[src/hdl/pwmt_pkg.sv]
// Shared types and constants for the post/wait match table.
`default_nettype none
package pwmt_pkg;

  // Table geometry and field widths.
  localparam int unsigned TableDepth = 32;
  localparam int unsigned IdxW       = $clog2(TableDepth);
  localparam int unsigned CntW       = 6;
  localparam int unsigned NodeW      = 12;
  localparam int unsigned TagW       = 32;

  typedef logic [IdxW-1:0] idx_t;
  typedef logic [CntW-1:0] cnt_t;

  // Request kinds.
  localparam logic [1:0] ReqPost         = 2'd0;
  localparam logic [1:0] ReqWaitAny      = 2'd1;
  localparam logic [1:0] ReqWaitNode     = 2'd2;
  localparam logic [1:0] ReqWaitNodeTag  = 2'd3;

  // Result status codes.
  localparam logic [1:0] StatusDone    = 2'd0;
  localparam logic [1:0] StatusNoMatch = 2'd1;
  localparam logic [1:0] StatusFull    = 2'd2;

  localparam cnt_t CntFull = cnt_t'(TableDepth);

  // One request item.
  typedef struct packed {
    logic [1:0]              req_type;
    logic [NodeW-1:0]        node;
    logic signed [TagW-1:0]  tag;
  } req_t;

  // One result item.
  typedef struct packed {
    logic [1:0]  status;
    cnt_t        pending_count;
  } rsp_t;

  // One stored table entry.
  typedef struct packed {
    logic [NodeW-1:0] node;
    logic [TagW-1:0]  tag;
  } entry_t;

  // Access bundle from the sequencer to the entry memory.
  typedef struct packed {
    logic    rd_en;
    idx_t    rd_addr;
    logic    wr_en;
    idx_t    wr_addr;
    entry_t  wr_data;
  } ram_req_t;

endpackage
`default_nettype wire

[src/hdl/pwmt_ram.sv]
// Generic simple dual-port RAM with registered read.
`default_nettype none
module pwmt_ram #(
  parameter int unsigned Depth = 32,
  parameter int unsigned Width = 44
) (
  input  wire logic                     clk_i,
  input  wire logic                     rd_en_i,
  input  wire logic [$clog2(Depth)-1:0] rd_addr_i,
  output logic      [Width-1:0]         rd_data_o,
  input  wire logic                     wr_en_i,
  input  wire logic [$clog2(Depth)-1:0] wr_addr_i,
  input  wire logic [Width-1:0]         wr_data_i
);

  logic [Width-1:0] mem_q [Depth];

  // Write port.
  always_ff @(posedge clk_i) begin
    if (wr_en_i) begin
      mem_q[wr_addr_i] <= wr_data_i;
    end
  end

  // Registered read port.
  always_ff @(posedge clk_i) begin
    if (rd_en_i) begin
      rd_data_o <= mem_q[rd_addr_i];
    end
  end

endmodule
`default_nettype wire

[src/hdl/pwmt_ctrl.sv]
// Request sequencer: appends, drops the newest on a wait-any, searches newest first and closes gaps in the table.
`default_nettype none
module pwmt_ctrl (
  input  wire logic              clk_i,
  input  wire logic              rst_ni,
  input  wire logic              start,
  output logic                   busy,
  input  wire pwmt_pkg::req_t    req_i,
  output logic                   done_o,
  output pwmt_pkg::rsp_t         rsp_o,
  output pwmt_pkg::ram_req_t     ram_o,
  input  wire pwmt_pkg::entry_t  ram_rdata_i
);
  import pwmt_pkg::*;

  typedef enum logic [1:0] {
    StIdle,
    StCmp,
    StShift
  } state_e;

  state_e state_q, state_d;
  cnt_t   cnt_q, cnt_d;
  idx_t   idx_q, idx_d;
  req_t   req_q, req_d;
  logic   done_q, done_d;
  rsp_t   rsp_q, rsp_d;

  logic   match;
  cnt_t   pos_next;

  assign busy   = (state_q != StIdle);
  assign done_o = done_q;
  assign rsp_o  = rsp_q;

  // Compare of the entry read in the previous cycle against the held request.
  assign match = (ram_rdata_i.node == req_q.node) &&
                 ((req_q.req_type != ReqWaitNodeTag) ||
                  (ram_rdata_i.tag == $unsigned(req_q.tag)));

  assign pos_next = cnt_t'(idx_q) + cnt_t'(1);

  // Next-state and memory access logic.
  always_comb begin
    state_d = state_q;
    cnt_d   = cnt_q;
    idx_d   = idx_q;
    req_d   = req_q;
    done_d  = 1'b0;
    rsp_d   = rsp_q;
    ram_o   = '0;
    ram_o.wr_data = ram_rdata_i;

    case (state_q)
      StIdle: begin
        if (start) begin
          req_d = req_i;
          case (req_i.req_type)
            ReqPost: begin
              done_d = 1'b1;
              if (cnt_q >= CntFull) begin
                rsp_d = '{status: StatusFull, pending_count: cnt_q};
              end else begin
                ram_o.wr_en   = 1'b1;
                ram_o.wr_addr = idx_t'(cnt_q);
                ram_o.wr_data = '{node: req_i.node, tag: $unsigned(req_i.tag)};
                cnt_d = cnt_q + cnt_t'(1);
                rsp_d = '{status: StatusDone, pending_count: cnt_q + cnt_t'(1)};
              end
            end
            ReqWaitAny: begin
              done_d = 1'b1;
              if (cnt_q == '0) begin
                rsp_d = '{status: StatusNoMatch, pending_count: cnt_q};
              end else begin
                cnt_d = cnt_q - cnt_t'(1);
                rsp_d = '{status: StatusDone, pending_count: cnt_q - cnt_t'(1)};
              end
            end
            default: begin
              if (cnt_q == '0) begin
                done_d = 1'b1;
                rsp_d  = '{status: StatusNoMatch, pending_count: cnt_q};
              end else begin
                // Start the search at the newest entry.
                idx_d         = idx_t'(cnt_q - cnt_t'(1));
                ram_o.rd_en   = 1'b1;
                ram_o.rd_addr = idx_t'(cnt_q - cnt_t'(1));
                state_d       = StCmp;
              end
            end
          endcase
        end
      end

      StCmp: begin
        if (match) begin
          if (pos_next < cnt_q) begin
            // Fetch the entry above to move it down.
            ram_o.rd_en   = 1'b1;
            ram_o.rd_addr = idx_t'(pos_next);
            state_d       = StShift;
          end else begin
            cnt_d   = cnt_q - cnt_t'(1);
            done_d  = 1'b1;
            rsp_d   = '{status: StatusDone, pending_count: cnt_q - cnt_t'(1)};
            state_d = StIdle;
          end
        end else if (idx_q == '0) begin
          done_d  = 1'b1;
          rsp_d   = '{status: StatusNoMatch, pending_count: cnt_q};
          state_d = StIdle;
        end else begin
          idx_d         = idx_q - idx_t'(1);
          ram_o.rd_en   = 1'b1;
          ram_o.rd_addr = idx_q - idx_t'(1);
        end
      end

      StShift: begin
        // The entry read from one place up is written to the gap.
        ram_o.wr_en   = 1'b1;
        ram_o.wr_addr = idx_q;
        ram_o.wr_data = ram_rdata_i;
        idx_d         = idx_t'(pos_next);
        if ((pos_next + cnt_t'(1)) < cnt_q) begin
          ram_o.rd_en   = 1'b1;
          ram_o.rd_addr = idx_t'(pos_next + cnt_t'(1));
        end else begin
          cnt_d   = cnt_q - cnt_t'(1);
          done_d  = 1'b1;
          rsp_d   = '{status: StatusDone, pending_count: cnt_q - cnt_t'(1)};
          state_d = StIdle;
        end
      end

      default: begin
        state_d = StIdle;
      end
    endcase
  end

  // State and registered outputs.
  always_ff @(posedge clk_i or negedge rst_ni) begin
    if (!rst_ni) begin
      state_q <= StIdle;
      cnt_q   <= '0;
      idx_q   <= '0;
      req_q   <= '0;
      done_q  <= 1'b0;
      rsp_q   <= '0;
    end else begin
      state_q <= state_d;
      cnt_q   <= cnt_d;
      idx_q   <= idx_d;
      req_q   <= req_d;
      done_q  <= done_d;
      rsp_q   <= rsp_d;
    end
  end

  // The count never goes past the table size.
  assert property (@(posedge clk_i) disable iff (!rst_ni) cnt_q <= CntFull)
    else $error("entry count above table depth");

  // A result is only issued when the sequencer is back at rest.
  assert property (@(posedge clk_i) disable iff (!rst_ni) done_q |-> (state_q == StIdle))
    else $error("result issued while still working");

  // While shifting, the entry being moved lies inside the held range.
  assert property (@(posedge clk_i) disable iff (!rst_ni)
                   (state_q == StShift) |-> (pos_next < cnt_q))
    else $error("shift outside the held entries");

  // A result whose strobe rises has moved the count by at most one.
  assert property (@(posedge clk_i) disable iff (!rst_ni)
                   $rose(done_q) |-> ((cnt_q == $past(cnt_q)) ||
                                      (cnt_q == $past(cnt_q) + cnt_t'(1)) ||
                                      (cnt_q == $past(cnt_q) - cnt_t'(1))))
    else $error("count moved by more than one");

  // A full report leaves the count at the table size.
  assert property (@(posedge clk_i) disable iff (!rst_ni)
                   (done_q && (rsp_q.status == StatusFull)) |-> (cnt_q == CntFull))
    else $error("full reported while table has room");

endmodule
`default_nettype wire

[src/hdl/post_wait_match_table.sv]
// Top level of the post/wait match table: sequencer plus entry memory.
//
//   channel   handshake            payload        direction
//   request   start & !busy        req_i          in
//   result    done_o (one cycle)   rsp_o          out
//
// A post or a wait-any is served from idle: the result strobe follows at the next edge.
// A wait by node or by node and tag scans the entry memory newest first, one entry
// per cycle through its single read port, then moves each entry above the match down
// one place, one per cycle.
// Reset clears the count and sequencer registers, not the entry memory; it needs no clearing pass.
// The receiver cannot stall; busy holds off new items while a search or shift runs.
`default_nettype none
module post_wait_match_table (
  input  wire logic            clk_i,
  input  wire logic            rst_ni,
  input  wire logic            start,
  output logic                 busy,
  input  wire pwmt_pkg::req_t  req_i,
  output logic                 done_o,
  output pwmt_pkg::rsp_t       rsp_o
);
  import pwmt_pkg::*;

  ram_req_t ram_req;
  entry_t   ram_rdata;

  // Request sequencer.
  pwmt_ctrl u_ctrl (
    .clk_i       (clk_i),
    .rst_ni      (rst_ni),
    .start       (start),
    .busy        (busy),
    .req_i       (req_i),
    .done_o      (done_o),
    .rsp_o       (rsp_o),
    .ram_o       (ram_req),
    .ram_rdata_i (ram_rdata)
  );

  // Entry memory holding node and tag of each pending post.
  pwmt_ram #(
    .Depth (TableDepth),
    .Width ($bits(entry_t))
  ) u_ram (
    .clk_i     (clk_i),
    .rd_en_i   (ram_req.rd_en),
    .rd_addr_i (ram_req.rd_addr),
    .rd_data_o (ram_rdata),
    .wr_en_i   (ram_req.wr_en),
    .wr_addr_i (ram_req.wr_addr),
    .wr_data_i (ram_req.wr_data)
  );

endmodule
`default_nettype wire

[config.mk]
export PLATFORM = sky130hd
export DESIGN_NAME = post_wait_match_table
export DESIGN_NICKNAME = d
export VERILOG_FILES = /design/src/hdl/pwmt_pkg.sv /design/src/hdl/pwmt_ram.sv /design/src/hdl/pwmt_ctrl.sv /design/src/hdl/post_wait_match_table.sv
export SDC_FILE = /design/constraint.sdc
export NUM_CORES = 2
export LEC_CHECK = 0
export BUFFER_PORTS_ARGS = -buffer_cell sky130_fd_sc_hd__buf_2
export CAP_MARGIN = 10
export CORE_MARGIN = 2
export CORE_UTILIZATION = 63
export DETAILED_ROUTE_END_ITERATION = 10
export PLACE_DENSITY = 0.8
export SYNTH_ARGS = -nofsm -noshare
export SYNTH_HDL_FRONTEND = slang
export SYNTH_SLANG_ARGS = --single-unit
[constraint.sdc]
create_clock -name clk_i -period 7.6 [get_ports clk_i]
set_input_delay 2.28 -clock clk_i [delete_from_list [all_inputs] [get_ports clk_i]]
set_output_delay 2.28 -clock clk_i [all_outputs]
set_load 0.02 [all_outputs]
==> metrics <==
#FFs+latches synth=1520; ANT cells=0; Routed Antenna Nets=0; slew margin rel.=0.116; crit path to=u_ram.rd_data_o[24]; setup_tns=0 ps; R2R setup slack=1010 ps; critical path launch point type=flop; final setup vio count=0; postcts setup bufs=0; via count=42799; Synthesized Nets=4316; most common cell in the netlist=edfxtp_1; global route total overflow=0; number of global-route vias before repair=41152; initial core utilization=0.634; max-slew violations=0; Synth warnings=0; # rows=115; Clock Latency Late Sink=790 ps; Max Used Layer=met5; # resized after CTS=0; Netlist Area Pre-Place=62200 µm²; Crit Reg-Reg Endpoint=u_ram.rd_data_o[24]; Post-synth EDFFs=1452; DRC=0; met2 wire len=87100 µm; Leakage Power=23.3 nW; Ports=59; drt first pass iters=8; CTS buffer count=148; Clk pwr share=0.229; GPL Wtd Cong=0.922; Yosys cell types=74; Placed Instance Area=64600 µm²; status=finished, final reports clean; cell area after layout=69400 µm²; top cells by count, synth=1452 x edfxtp_1, 330 x nand2_1, 258 x clkbuf_1; sw frac=0.403; RSZ-0062 raised after global routing=no; area grow syn2layout=11.5%; Die Area=101000 µm²; CP required=8110 ps; hold buffers post-CTS=0; leading post-synthesis cells by cell area=edfxtp_1 70%, dfrtp_1 2.7%, nand2_1 2.0%; CP Launch Point=u_ctrl.idx_q[1]; Port Buf Inserts=58; Psw=13.0 mW; min cycle time layout=6590 ps; filler instances=6031; Peak VDD IR=0.000550 V; share of post-route cells with drive strength above 1=0.146; PD cells=463 nW/µm²; CTS tree=done; Setup Skew=38.4 ps; crit-path max FO=87; number of H-tree levels=4; Hold Path Class=reg -> reg; Seq/Total Area, Yosys=0.728; DR WL met3=32500 µm; CP Capture Type=flop; period utilization=0.867; Core ar.=98100 µm²; f_max=152 MHz; Overall Global Routing Usage=0.381; maximum root-to-sink buffer count=3; FF-to-FF path depth=17; vias per inst=7.61; DP Wirelength=100000 µm; Post-Route WL=196000 µm; Synth area leader=edfxtp_1; reg2reg start=u_ctrl.idx_q[1]; CP Class=reg -> reg; maxcap violations=0; synthesized instance count=4241; Hold WS=469 ps; chip height=318 µm; die width=318 µm; Worst-Margin Slew=1330 ps; Final nets=4293; Int Pwr=19.2 mW; slack of the critical path=1010 ps; Flop pwr share=0.352; initial antenna violation count=3; Avg Cell Area, Syn=14.7 µm²; Logic pwr share=0.419; DR iter-0 viols=8181; clock sinks=1520; global-route wire length before repair=280000 µm; Metal-1 WL=64800 µm; post-synthesis async set-or-reset flop share=0.0447; Final Hold Viols=0; WP data arrival=7100 ps; CTS clk-pin slew, worst paths=60 ps; Synth Flop Type=edfxtp_1; largest net degree at the start of global routing=115; share of the synthesized area in the top cell type=0.701; dpl ws=791 ps; routed length per placed instance=34.8 µm; Clock Root Buffer=clkbuf_16
[sequential cells by signal, indices dropped and copies added (netlist names)]
| register | flops |
|---|---|
| u_ctrl.cnt_q | 6 |
| u_ctrl.done_o | 1 |
| u_ctrl.idx_q | 5 |
| u_ctrl.req_q | 46 |
| u_ctrl.rsp_o | 8 |
| u_ctrl.state_q | 2 |
| u_ram.mem_q | 1408 |
| u_ram.rd_data_o | 44 |
[critical path, stage by stage (launching register included)]
cell and delay, ps:
dfrtp_1 540, inv_1 160, ha_1 440, xnor2_1 590
ha_1 350, a31oi_1 160, o21ai_1 140, a21oi_2 410
buf_4 250, a211o_4 160, buf_4 890, nor2_4 160
buf_12 260, a21oi_4 250, buf_12 420, o221a_2 290
nor3_1 60, or4_1 510
[metrics by stage]
step | instances | power (mW) | util
after floorplan | 4241 | 19.5 | -
after global placement | 5355 | 23.9 | 0.658
after detailed placement | 5355 | 24.3 | 0.658
after CTS | 5626 | 31.6 | 0.707
after global routing | 5626 | 32.9 | 0.707
final | 5626 | 32.1 | 0.707
[worst min-delay path by stage]
stage / start / to / slack (ps) / cells past startpoint
3_5_place_dp: u_ctrl.rsp_o[6] / u_ctrl.rsp_o[6] / 460 / 1
4_1_cts: u_ctrl.rsp_o[6] / u_ctrl.rsp_o[6] / 470 / 1
2_1_floorplan: u_ctrl.req_q[45] / u_ctrl.req_q[45] / 440 / 1
5_1_grt: u_ctrl.rsp_o[6] / u_ctrl.rsp_o[6] / 480 / 1
3_3_place_gp: u_ctrl.rsp_o[6] / u_ctrl.rsp_o[6] / 460 / 1
6_report: u_ctrl.rsp_o[6] / u_ctrl.rsp_o[6] / 470 / 1
[layout by cell type (no fill, tap or decap), types with 8 or more instances in the layout]
| cell | count |
|---|---|
| or4_1 | 44 |
| a31o_2 | 36 |
| clkbuf_1 | 41 |
| buf_12 | 40 |
| xor2_1 | 48 |
| clkbuf_8 | 8 |
| a211oi_1 | 94 |
| ha_1 | 25 |
| a2111oi_0 | 129 |
| o31a_1 | 87 |
| nor2_1 | 71 |
| nor4_1 | 13 |
| a31oi_1 | 51 |
| nand3_1 | 229 |
| mux2i_1 | 45 |
| buf_4 | 82 |
| clkinv_1 | 19 |
| a221oi_1 | 85 |
| xnor2_1 | 13 |
| buf_2 | 57 |
| dfrtp_1 | 68 |
| o221a_2 | 43 |
| a21oi_1 | 116 |
| o211ai_1 | 88 |
| nand2_1 | 327 |
| inv_1 | 61 |
| nor3_1 | 135 |
| clkbuf_16 | 152 |
| o21ai_0 | 157 |
| a31o_1 | 52 |
| clkinv_2 | 19 |
| bufinv_16 | 12 |
| mux2_2 | 91 |
| edfxtp_1 | 1452 |
| and3_1 | 137 |
| a22o_1 | 48 |
| nor2_4 | 38 |
[power by group through the flow]
stage	Clock, mW	Combinational [mW]	Sequential [mW]
after detailed placement	0	12.8	11.5
after floorplan	0	8.20	11.3
after CTS	7.35	12.9	11.3
after global placement	0	12.5	11.5
after global routing	7.65	14.0	11.3
final	7.37	13.5	11.3
[area by class of cell]
cell class / instances / area [µm²] / share of cell area
well taps: 1287 / 1610 / 0.0232
multi-input cells: 2307 / 15700 / 0.227
inverters: 62 / 233 / 0.00335
repair buffers: 179 / 1700 / 0.0245
clock inverters: 70 / 752 / 0.0108
clock buffers: 201 / 4070 / 0.0586
flip-flops and latches: 1520 / 45300 / 0.653
[layer usage]
layer	track usage	up-vias
met5	0	-
met1	0.499	20804
met2	0.570	4291
met3	0.131	840
li1	-	16858
met4	0.198	6
[cells by family (layout without fill, tap and decap cells)]
group / Yosys count / count (layout) / share of synthesized area
adder cells (fa/ha/maj): 26 / 26 / 0.00523
buffers and inverters: 414 / 512 / 0.0267
multiplexers: 138 / 138 / 0.0241
flip-flops: 1520 / 1520 / 0.728
AO/OA/AOI/OAI: 1051 / 1051 / 0.128
AND/OR/NAND/NOR: 1031 / 1031 / 0.0799
XOR/XNOR: 61 / 61 / 0.00858
Power figures use the tool's default switching activity.
